[config.mk]
export PLATFORM = sky130hd
export DESIGN_NAME = wildcard_byte_pattern_scanner
export DESIGN_NICKNAME = d
export VERILOG_FILES = /design/src/wbps_pkg.sv /design/src/wbps_cfg_regs.sv /design/src/wbps_match_core.sv /design/src/wildcard_byte_pattern_scanner.sv
export SDC_FILE = /design/constraint.sdc
export NUM_CORES = 2
export LEC_CHECK = 0
export BUFFER_PORTS_ARGS = -buffer_cell sky130_fd_sc_hd__buf_2
export CORE_MARGIN = 10
export CORE_UTILIZATION = 55
export CTS_BUF_LIST = sky130_fd_sc_hd__clkbuf_16
export CTS_CLUSTER_DIAMETER = 150
export DETAILED_ROUTE_END_ITERATION = 7
export HOLD_SLACK_MARGIN = 0.08
export MAX_ROUTING_LAYER = met4
export PLACE_DENSITY_LB_ADDON = 0.05
export SETUP_SLACK_MARGIN = 0.15
export SYNTH_ARGS = -nofsm -noshare
export SYNTH_HDL_FRONTEND = slang
export SYNTH_SLANG_ARGS = --single-unit
[constraint.sdc]
create_clock -name clk_i -period 9.8 [get_ports clk_i]
set_clock_uncertainty 0.2 [all_clocks]
set_input_delay 1.47 -clock clk_i [delete_from_list [all_inputs] [get_ports clk_i]]
set_output_delay 1.47 -clock clk_i [all_outputs]
set_load 0.02 [all_outputs]
[src/wbps_pkg.sv]
// shared types and constants for the wildcard byte pattern scanner
package wbps_pkg;

  // field widths
  localparam int unsigned BYTE_W        = 8;
  localparam int unsigned ADDR_W        = 32;
  localparam int unsigned PAT_SLOTS     = 32;
  localparam int unsigned PAT_IDX_W     = 5;
  localparam int unsigned PAT_LEN_W     = 6;
  localparam int unsigned CFG_DATA_W    = 64;
  localparam int unsigned CFG_IDX_W     = 3;
  localparam int unsigned BYTES_PER_REG = 8;

  // parameter defaults
  localparam int unsigned MAX_PATTERN_DEF   = 32;
  localparam int unsigned POSITION_BITS_DEF = 32;

  // register indexes
  localparam logic [CFG_IDX_W-1:0] CFG_PAT_LOW      = 3'd0;
  localparam logic [CFG_IDX_W-1:0] CFG_PAT_MID_LOW  = 3'd1;
  localparam logic [CFG_IDX_W-1:0] CFG_PAT_MID_HIGH = 3'd2;
  localparam logic [CFG_IDX_W-1:0] CFG_PAT_HIGH     = 3'd3;
  localparam logic [CFG_IDX_W-1:0] CFG_WILDCARD     = 3'd4;
  localparam logic [CFG_IDX_W-1:0] CFG_PAT_LENGTH   = 3'd5;
  localparam logic [CFG_IDX_W-1:0] CFG_RES_OFFSET   = 3'd6;

  // input word
  typedef struct packed {
    logic [BYTE_W-1:0] data_byte;
    logic              end_of_region;
  } in_word_t;

  // result word
  typedef struct packed {
    logic              found;
    logic [ADDR_W-1:0] match_address;
  } out_word_t;

  // configuration register file contents
  typedef struct packed {
    logic [PAT_SLOTS-1:0][BYTE_W-1:0] pattern_bytes;
    logic [PAT_SLOTS-1:0]             wildcard_mask;
    logic [PAT_LEN_W-1:0]             pattern_length;
    logic [ADDR_W-1:0]                result_offset;
  } cfg_regs_t;

endpackage

[src/wbps_cfg_regs.sv]
// configuration register file of the pattern scanner
module wbps_cfg_regs (
  input  logic                               clk_i,
  input  logic                               rst_ni,
  input  logic                               cfg_we_i,
  input  logic [wbps_pkg::CFG_IDX_W-1:0]     cfg_index_i,
  input  logic [wbps_pkg::CFG_DATA_W-1:0]    cfg_data_i,
  output wbps_pkg::cfg_regs_t                cfg_o
);

  wbps_pkg::cfg_regs_t cfg_q;

  // register writes, unknown indexes are dropped
  always_ff @(posedge clk_i or negedge rst_ni) begin
    if (!rst_ni) begin
      cfg_q.pattern_bytes  <= '0;
      cfg_q.wildcard_mask  <= '0;
      cfg_q.pattern_length <= wbps_pkg::PAT_LEN_W'(1);
      cfg_q.result_offset  <= '0;
    end else if (cfg_we_i) begin
      case (cfg_index_i)
        wbps_pkg::CFG_PAT_LOW:      cfg_q.pattern_bytes[7:0]   <= cfg_data_i;
        wbps_pkg::CFG_PAT_MID_LOW:  cfg_q.pattern_bytes[15:8]  <= cfg_data_i;
        wbps_pkg::CFG_PAT_MID_HIGH: cfg_q.pattern_bytes[23:16] <= cfg_data_i;
        wbps_pkg::CFG_PAT_HIGH:     cfg_q.pattern_bytes[31:24] <= cfg_data_i;
        wbps_pkg::CFG_WILDCARD: begin
          cfg_q.wildcard_mask <= cfg_data_i[wbps_pkg::PAT_SLOTS-1:0];
        end
        wbps_pkg::CFG_PAT_LENGTH: begin
          cfg_q.pattern_length <= cfg_data_i[wbps_pkg::PAT_LEN_W-1:0];
        end
        wbps_pkg::CFG_RES_OFFSET: begin
          cfg_q.result_offset <= cfg_data_i[wbps_pkg::ADDR_W-1:0];
        end
        default: begin
        end
      endcase
    end
  end

  assign cfg_o = cfg_q;

endmodule

[src/wbps_match_core.sv]
// sliding byte window, masked compare and scan state
module wbps_match_core #(
  parameter int unsigned MAX_PATTERN   = wbps_pkg::MAX_PATTERN_DEF,
  parameter int unsigned POSITION_BITS = wbps_pkg::POSITION_BITS_DEF
) (
  input  logic                 clk_i,
  input  logic                 rst_ni,
  input  logic                 step_i,
  input  wbps_pkg::in_word_t   word_i,
  input  wbps_pkg::cfg_regs_t  cfg_i,
  output logic                 res_valid_o,
  output wbps_pkg::out_word_t  res_o
);

  localparam int unsigned PAT_CAP = (MAX_PATTERN < wbps_pkg::PAT_SLOTS) ?
                                    MAX_PATTERN : wbps_pkg::PAT_SLOTS;
  localparam int unsigned FILL_W  = $clog2(PAT_CAP + 1);
  localparam int unsigned SUM_W   = (POSITION_BITS > wbps_pkg::ADDR_W) ?
                                    POSITION_BITS : wbps_pkg::ADDR_W;
  localparam int unsigned LW      = wbps_pkg::PAT_LEN_W;

  logic [PAT_CAP-1:0][wbps_pkg::BYTE_W-1:0] window_q;
  logic [PAT_CAP-1:0][wbps_pkg::BYTE_W-1:0] window_d;
  logic [FILL_W-1:0]                        fill_q;
  logic [FILL_W-1:0]                        fill_d;
  logic [POSITION_BITS-1:0]                 pos_q;
  logic                                     finished_q;

  logic [LW-1:0]                            eff_len;
  logic [PAT_CAP-1:0][wbps_pkg::PAT_IDX_W-1:0] pat_idx;
  logic [PAT_CAP-1:0]                       hit;
  logic                                     fill_ok;
  logic                                     match;
  logic                                     active;
  logic [POSITION_BITS-1:0]                 start_pos;
  logic [SUM_W-1:0]                         addr_sum;

  // clamp the configured length to 1..PAT_CAP
  always_comb begin
    if (cfg_i.pattern_length == '0) begin
      eff_len = LW'(1);
    end else if (cfg_i.pattern_length > LW'(PAT_CAP)) begin
      eff_len = LW'(PAT_CAP);
    end else begin
      eff_len = cfg_i.pattern_length;
    end
  end

  // window with the new byte shifted in, newest at slot 0
  always_comb begin
    window_d[0] = word_i.data_byte;
    for (int j = 1; j < PAT_CAP; j++) begin
      window_d[j] = window_q[j-1];
    end
  end

  // saturating count of valid window bytes
  assign fill_d = (fill_q == FILL_W'(PAT_CAP)) ? fill_q : fill_q + FILL_W'(1);

  // each window slot against the pattern byte aligned to it
  always_comb begin
    for (int j = 0; j < PAT_CAP; j++) begin
      pat_idx[j] = wbps_pkg::PAT_IDX_W'(eff_len - LW'(1) - LW'(j));
      hit[j]     = (LW'(j) >= eff_len) ||
                   cfg_i.wildcard_mask[pat_idx[j]] ||
                   (window_d[j] == cfg_i.pattern_bytes[pat_idx[j]]);
    end
  end

  assign fill_ok = (7'(fill_d) >= 7'(eff_len));
  assign match   = fill_ok && (&hit);
  assign active  = !finished_q;

  // start of the match and the reported address
  assign start_pos = pos_q - POSITION_BITS'(eff_len) + POSITION_BITS'(1);
  assign addr_sum  = SUM_W'(start_pos) + SUM_W'(cfg_i.result_offset);

  // result of the word being stepped
  always_comb begin
    res_valid_o         = active && (match || word_i.end_of_region);
    res_o.found         = match;
    res_o.match_address = match ? addr_sum[wbps_pkg::ADDR_W-1:0] : '0;
  end

  // scan state: end of region clears, a match freezes until then
  always_ff @(posedge clk_i or negedge rst_ni) begin
    if (!rst_ni) begin
      fill_q     <= '0;
      pos_q      <= '0;
      finished_q <= 1'b0;
    end else if (step_i) begin
      if (word_i.end_of_region) begin
        fill_q     <= '0;
        pos_q      <= '0;
        finished_q <= 1'b0;
      end else if (active) begin
        fill_q     <= fill_d;
        pos_q      <= pos_q + POSITION_BITS'(1);
        finished_q <= match;
      end
    end
  end

  // window bytes, gated by the fill count so they need no reset
  always_ff @(posedge clk_i) begin
    if (step_i && active && !word_i.end_of_region) begin
      window_q <= window_d;
    end
  end

endmodule

[src/wildcard_byte_pattern_scanner.sv]
// Wildcard byte pattern scanner, top level.
// Bytes of a region arrive on the input channel (in_valid_i, in_stall_o,
// in_word_i), one byte per word, the last one marked by end_of_region.
// The block looks for the first occurrence of the configured pattern, in
// which any byte may be a wildcard. A match gives one result word with
// found=1 and the start position plus result_offset; a region ending with
// no match gives found=0 and address zero; other bytes give no result.
// After a match the rest of the region is dropped silently.
// The user must write registers through cfg_we_i / cfg_index_i /
// cfg_data_i only while the block is idle; the block does not enforce
// it. Unknown indexes are ignored. The byte is accepted into the input
// register, then the window compare loads the output register.
// Throughput is one byte per cycle while no result waits on out_stall_i;
// the full window compare sits between those two registers.
// Reset clears the scan state and loads the register reset values.
// When out_stall_i holds a waiting result, the byte in the input register
// waits and in_stall_o rises; no word is lost.
module wildcard_byte_pattern_scanner #(
  parameter int unsigned MAX_PATTERN   = wbps_pkg::MAX_PATTERN_DEF,
  parameter int unsigned POSITION_BITS = wbps_pkg::POSITION_BITS_DEF
) (
  input  logic                            clk_i,
  input  logic                            rst_ni,
  input  logic                            in_valid_i,
  output logic                            in_stall_o,
  input  wbps_pkg::in_word_t              in_word_i,
  output logic                            out_valid_o,
  input  logic                            out_stall_i,
  output wbps_pkg::out_word_t             out_word_o,
  input  logic                            cfg_we_i,
  input  logic [wbps_pkg::CFG_IDX_W-1:0]  cfg_index_i,
  input  logic [wbps_pkg::CFG_DATA_W-1:0] cfg_data_i
);

  wbps_pkg::cfg_regs_t cfg;
  wbps_pkg::in_word_t  in_word_q;
  logic                in_valid_q;
  wbps_pkg::out_word_t out_word_q;
  logic                out_valid_q;
  wbps_pkg::out_word_t res;
  logic                res_valid;
  logic                in_accept;
  logic                advance;

  wbps_cfg_regs u_cfg_regs (
    .clk_i       (clk_i),
    .rst_ni      (rst_ni),
    .cfg_we_i    (cfg_we_i),
    .cfg_index_i (cfg_index_i),
    .cfg_data_i  (cfg_data_i),
    .cfg_o       (cfg)
  );

  // handshake: the held word moves on when the output slot is free
  assign advance    = in_valid_q && (!out_valid_q || !out_stall_i);
  assign in_stall_o = in_valid_q && out_valid_q && out_stall_i;
  assign in_accept  = in_valid_i && !in_stall_o;

  wbps_match_core #(
    .MAX_PATTERN   (MAX_PATTERN),
    .POSITION_BITS (POSITION_BITS)
  ) u_match_core (
    .clk_i       (clk_i),
    .rst_ni      (rst_ni),
    .step_i      (advance),
    .word_i      (in_word_q),
    .cfg_i       (cfg),
    .res_valid_o (res_valid),
    .res_o       (res)
  );

  // input register
  always_ff @(posedge clk_i or negedge rst_ni) begin
    if (!rst_ni) begin
      in_valid_q <= 1'b0;
    end else if (in_accept) begin
      in_valid_q <= 1'b1;
    end else if (advance) begin
      in_valid_q <= 1'b0;
    end
  end

  always_ff @(posedge clk_i) begin
    if (in_accept) begin
      in_word_q <= in_word_i;
    end
  end

  // output register
  always_ff @(posedge clk_i or negedge rst_ni) begin
    if (!rst_ni) begin
      out_valid_q <= 1'b0;
    end else if (advance && res_valid) begin
      out_valid_q <= 1'b1;
    end else if (!out_stall_i) begin
      out_valid_q <= 1'b0;
    end
  end

  always_ff @(posedge clk_i) begin
    if (advance && res_valid) begin
      out_word_q <= res;
    end
  end

  assign out_valid_o = out_valid_q;
  assign out_word_o  = out_word_q;

`ifndef SYNTH
  // a region end without a match carries a zero address
  assert property (@(posedge clk_i) disable iff (!rst_ni)
    (out_valid_o && !out_word_o.found) |-> (out_word_o.match_address == '0))
    else $error("not-found result with nonzero address");

  // a result produced by the compare shows up in the next cycle
  assert property (@(posedge clk_i) disable iff (!rst_ni)
    (advance && res_valid) |=> out_valid_o)
    else $error("compare result lost");

  // input is only held off while a word waits in the input register
  assert property (@(posedge clk_i) disable iff (!rst_ni)
    in_stall_o |-> (in_valid_q && out_valid_o))
    else $error("input stalled with free stages");
`endif

endmodule

==> impl_metrics.toml <==
[pwr]
seq_pwr_share_pct = 18.6
power-per-cell-area_nw_per_um2 = 375
cellInternalPower_mw = 9.68
power.ir.vdd_worst_mv = 0.236
combPwrFrac_pct = 67.6
total_switching_power_mw = 11.2
power.clock.fraction_pct = 13.7
netSwitchingFraction_pct = 53.7
p_leak_nw = 22.3

[clock_network]
clkLatencyLatePin_ns = 0.69
tritoncts.num_buffers = 74
ctsLongestPathBuffers = 3
clkTransAtPathRegs_ns = 0.06
clkSinkCount = 657
clockRootBuffer = "sky130_fd_sc_hd__clkbuf_16"
cts_htree_levels = 3
postCtsResizedCells = 0
count_of_buffers_added_by_post_cts_timing_repair_for_setup = 0
postCtsHoldBufs = 0
cts_tree = "done"

[yosys]
synth_top_area_cell = "sky130_fd_sc_hd__dfrtp_1"
post_synth_inst_count = 4945
mappedNetlistArea_um2 = 51300
synth.yosys.warnings = 0
syn_area_per_cell_um2 = 10.4
synth-edff-count = 290
synthDistinctLibCells = 107
yosys_most_used_dff = "sky130_fd_sc_hd__dfrtp_1"
async_reset_ff_share_pct = 55.9
cell_types_with_the_largest_area_share_after_synthesis = "sky130_fd_sc_hd__dfrtp_1 (18%), sky130_fd_sc_hd__edfxtp_1 (17%), sky130_fd_sc_hd__mux2i_1 (11%)"
synth-seq-area-share_pct = 34.9
netlist.area_leader.share_pct = 17.8
syn_nets = 5116
postSynthRegisterBits = 657

[die]
die_height_um = 326
die_w_um = 326
top_level_ports = 116
fp.dieArea_um2 = 106000
core_area_um2 = 92900
row_count = 112
initial_core_util_pct = 55.3

[critical_path]
critical_path_peak_fanout = 53
crit_path_frequent_cell = "sky130_fd_sc_hd__buf_4"
cp.buffers_inverters = 2
cp_slowest_cell = "sky130_fd_sc_hd__dfrtp_2"
worstSetupStartpointType = "register"
timing.critical_path.required_ns = 9.92
worst-r2r-setup-slack_ns = 1.20
timing.critical_path.arrival_ns = 8.72
critical_path_class = "reg2reg"
critical_path.cell_chain = "nand2b_4 -> ha_1 -> a21boi_0 -> o22ai_1 -> nor2_4 -> buf_4 -> nand2_1 -> o32ai_1 -> a221oi_1 -> xnor2_1 -> nand4_1 -> o21ai_0 -> o311ai_1 -> or4_4 -> o41a_1 -> nor3_2 -> buf_4"
number_of_logic_stages_on_the_critical_path_including_buffering = 17
r2r.worst_path.cells = 17
cp_top_family = "compound AO/OA/AOI/OAI gates"
timing.critical_path.to_type = "register"
crit_path_max_incr_delay_ns = 1.00

[detailed_routing]
via_count = 46400
drtPass1Iterations = 8
detail-route-antenna-nets = 0
route.detailed.vias_per_inst = 7.38
wl_per_cell_um = 39.9
drt-initial-drc-count = 8120
final_routed_wirelength_mm = 251
remaining_drc_errors = 37

[layout]
net_count_of_the_finished_layout = 5116
layout.filler_cells = 7809
drive_gt1_share_pct = 21.4
post-route-util_pct = 60.1
syn_to_final_growth_pct = 8.72

[global_routing]
globalRouteOverflowTotal = 0
grt_pass1_wl_mm = 341
maximum_number_of_pins_on_one_net_before_global_route_repair = 158
grt_usage_pct = 46.9
grt_pass1_vias = 42300
grt_antenna_before_repair = 25

[timing]
timing.final.setup_violations = 0
drv_slew = 8
timing.final.crit_period_ns = 8.60
rsz_0062_raised_after_global_routing = "false"
final_cycle_share_pct = 87.7
worst_hold_slack_ns = 0.274
slew_headroom_pct = -8.03
worst_pin_slew_ns = 1.62
fmaxAchievable_mhz = 116
hold_fails_final_rpt = 0
setup_tns_ns = 0

[run]
timing.max_cap.violations = 2

[place]
place.detailed.hpwl_mm = 197
globalplace.congestion = 1.21
port_buffer_cells = 115

[worst_hold_path]
type_of_the_most_critical_hold_path = "reg2reg"
min_delay_path_depth = 0

[run_status]
run_status = "complete, but fails checks"
violations_in_the_final_reports = "design-rule violations, max-capacitance violations, max-slew violations"
[kinds of logic after synthesis]
group / synth area share, %
and+or+nand+nor: 10.1
xor gates and xnor gates: 8.29
muxes: 26.3
AOI/OAI and AO/OA: 13.6
DFF: 34.9
adders and majority gates: 2.27
buffers and inverters: 4.61
[sequential cells by signal, summed over array words and instances, names as in the netlist]
name                     cells
u_cfg_regs.cfg_o           326
u_match_core.fill_q          6
in_valid_q                   1
u_match_core.window_d      248
out_word_o                  33
u_match_core.finished_q      1
out_valid_o                  1
u_match_core.pos_q          32
in_word_q                    9
[power by group through the flow]
| stage | clock network (mW) | registers (mW) | logic (mW) |
|---|---|---|---|
| 4_1_cts | 2.88 | 3.85 | 13.2 |
| 6_report | 2.87 | 3.90 | 14.1 |
| 5_1_grt | 2.99 | 3.92 | 14.2 |
| 2_1_floorplan | 0 | 3.63 | 8.26 |
| 3_5_place_dp | 0 | 3.91 | 13.2 |
| 3_3_place_gp | 0 | 3.89 | 13.1 |
[placed cells by master, fill, tap and decap left out, types with 14 or more instances in the layout]
| cell type | count |
|---|---|
| sky130_fd_sc_hd__a211oi_1 | 33 |
| sky130_fd_sc_hd__a21boi_0 | 16 |
| sky130_fd_sc_hd__a21o_1 | 17 |
| sky130_fd_sc_hd__a21oi_1 | 123 |
| sky130_fd_sc_hd__a221oi_1 | 78 |
| sky130_fd_sc_hd__a31oi_1 | 46 |
| sky130_fd_sc_hd__and2_1 | 24 |
| sky130_fd_sc_hd__and3_1 | 16 |
| sky130_fd_sc_hd__buf_2 | 114 |
| sky130_fd_sc_hd__buf_4 | 154 |
| sky130_fd_sc_hd__clkbuf_16 | 77 |
| sky130_fd_sc_hd__clkinv_2 | 16 |
| sky130_fd_sc_hd__dfrtp_1 | 364 |
| sky130_fd_sc_hd__diode_2 | 30 |
| sky130_fd_sc_hd__edfxtp_1 | 290 |
| sky130_fd_sc_hd__ha_1 | 83 |
| sky130_fd_sc_hd__inv_1 | 204 |
| sky130_fd_sc_hd__mux2_2 | 468 |
| sky130_fd_sc_hd__mux2i_1 | 585 |
| sky130_fd_sc_hd__mux4_2 | 99 |
| sky130_fd_sc_hd__nand2_1 | 252 |
| sky130_fd_sc_hd__nand2b_1 | 27 |
| sky130_fd_sc_hd__nand3_1 | 106 |
| sky130_fd_sc_hd__nand4_1 | 60 |
| sky130_fd_sc_hd__nor2_1 | 227 |
| sky130_fd_sc_hd__nor2b_1 | 14 |
| sky130_fd_sc_hd__nor3_1 | 106 |
| sky130_fd_sc_hd__nor4_1 | 42 |
| sky130_fd_sc_hd__o211ai_1 | 33 |
| sky130_fd_sc_hd__o21ai_0 | 195 |
| sky130_fd_sc_hd__o221a_2 | 34 |
| sky130_fd_sc_hd__o221ai_1 | 91 |
| sky130_fd_sc_hd__o22ai_1 | 89 |
| sky130_fd_sc_hd__o31ai_1 | 27 |
| sky130_fd_sc_hd__o32ai_1 | 18 |
| sky130_fd_sc_hd__or3_1 | 88 |
| sky130_fd_sc_hd__xnor2_1 | 242 |
| sky130_fd_sc_hd__xor2_1 | 240 |
[per-stage QoR]
step | cells | total power [mW] | setup WS [ns] | cell area (µm²)
after global routing | 6284 | 21.1 | 1.04 | 55800
after detailed placement | 6121 | 17.1 | 1.53 | 53300
final | 6286 | 20.9 | 1.20 | 55800
after floorplan | 4945 | 11.9 | 0.686 | 51300
after global placement | 6121 | 17.0 | 1.66 | 53300
after CTS | 6254 | 19.9 | 1.51 | 55700
[Yosys cell counts (8+ instances only)]
master and n:
sky130_fd_sc_hd__o32ai_1 18, sky130_fd_sc_hd__mux2i_1 588, sky130_fd_sc_hd__a21o_1 17, sky130_fd_sc_hd__a21boi_0 16, sky130_fd_sc_hd__nand4_1 60, sky130_fd_sc_hd__a221oi_1 81
sky130_fd_sc_hd__nor3b_1 13, sky130_fd_sc_hd__buf_1 29, sky130_fd_sc_hd__nand2_1 254, sky130_fd_sc_hd__and3_1 16, sky130_fd_sc_hd__inv_1 196, sky130_fd_sc_hd__nor3_1 109
sky130_fd_sc_hd__xor2_1 240, sky130_fd_sc_hd__o21ai_0 196, sky130_fd_sc_hd__mux4_2 99, sky130_fd_sc_hd__a222oi_1 13, sky130_fd_sc_hd__nor2b_1 14, sky130_fd_sc_hd__buf_6 11
sky130_fd_sc_hd__o221ai_1 91, sky130_fd_sc_hd__nand2b_1 29, sky130_fd_sc_hd__o22ai_1 90, sky130_fd_sc_hd__nor2_1 228, sky130_fd_sc_hd__ha_1 85, sky130_fd_sc_hd__xnor2_1 244
sky130_fd_sc_hd__clkbuf_1 178, sky130_fd_sc_hd__nor4_1 42, sky130_fd_sc_hd__a22o_1 12, sky130_fd_sc_hd__o31ai_1 27, sky130_fd_sc_hd__a31oi_1 47, sky130_fd_sc_hd__buf_4 23
sky130_fd_sc_hd__o211ai_1 33, sky130_fd_sc_hd__a21oi_1 123, sky130_fd_sc_hd__dfrtp_1 366, sky130_fd_sc_hd__o221a_2 34, sky130_fd_sc_hd__or3_1 88, sky130_fd_sc_hd__a221o_1 8
sky130_fd_sc_hd__mux2_2 468, sky130_fd_sc_hd__edfxtp_1 290, sky130_fd_sc_hd__a211oi_1 35, sky130_fd_sc_hd__buf_2 107, sky130_fd_sc_hd__nand3_1 106, sky130_fd_sc_hd__and2_1 25
sky130_fd_sc_hd__o21a_1 12
[path summary, 6_finish.rpt]
path | startpoint | end
setup / recovery | u_cfg_regs.cfg_o[37]$_DFFE_PN0P_ | out_word_o[26]$_SDFFCE_PN0P_
hold / removal | u_match_core.window_d[152]$_DFFE_PP_ | u_match_core.window_d[160]$_DFFE_PP_
setup reg to reg | u_cfg_regs.cfg_o[37]$_DFFE_PN0P_ | out_word_o[26]$_SDFFCE_PN0P_
hold reg to reg | u_match_core.window_d[152]$_DFFE_PP_ | u_match_core.window_d[160]$_DFFE_PP_
max in group asynchronous | rst_ni | u_cfg_regs.cfg_o[33]$_DFFE_PN0P_
min in group asynchronous | rst_ni | u_cfg_regs.cfg_o[239]$_DFFE_PN0P_
[worst register-to-register path, stage by stage, from the launching register on]
cell                       delay (ns)
sky130_fd_sc_hd__dfrtp_2         1.00
sky130_fd_sc_hd__nand2b_4        0.66
sky130_fd_sc_hd__ha_1            0.39
sky130_fd_sc_hd__a21boi_0        0.44
sky130_fd_sc_hd__o22ai_1         0.32
sky130_fd_sc_hd__nor2_4          0.23
sky130_fd_sc_hd__buf_4           0.73
sky130_fd_sc_hd__nand2_1         0.76
sky130_fd_sc_hd__o32ai_1         0.45
sky130_fd_sc_hd__a221oi_1        0.10
sky130_fd_sc_hd__xnor2_1         0.20
sky130_fd_sc_hd__nand4_1         0.12
sky130_fd_sc_hd__o21ai_0         0.63
sky130_fd_sc_hd__o311ai_1        0.25
sky130_fd_sc_hd__or4_4           0.60
sky130_fd_sc_hd__o41a_1          0.55
sky130_fd_sc_hd__nor3_2          0.15
sky130_fd_sc_hd__buf_4           0.42
[per-layer routing]
layer	vias to the layer above	GRT usage (%)	wire [µm]
met5	-	-	0
met4	0	32.0	22800
met3	886	24.4	40100
met2	3519	61.8	98900
met1	23200	54.5	89300
li1	18800	-	-
[cell type report]
cell class | instances | area, µm² | share of cell area (%)
repair buffers | 272 | 1800 | 3.23
clock buffers | 77 | 1930 | 3.45
flip-flops and latches | 657 | 17900 | 32.1
well taps | 1254 | 1570 | 2.81
inverters | 202 | 776 | 1.39
clock inverters | 56 | 508 | 0.910
multi-input cells | 3738 | 31300 | 56.0
diodes | 30 | 75.1 | 0.135
Note: power is estimated with default switching activity, not from simulation.
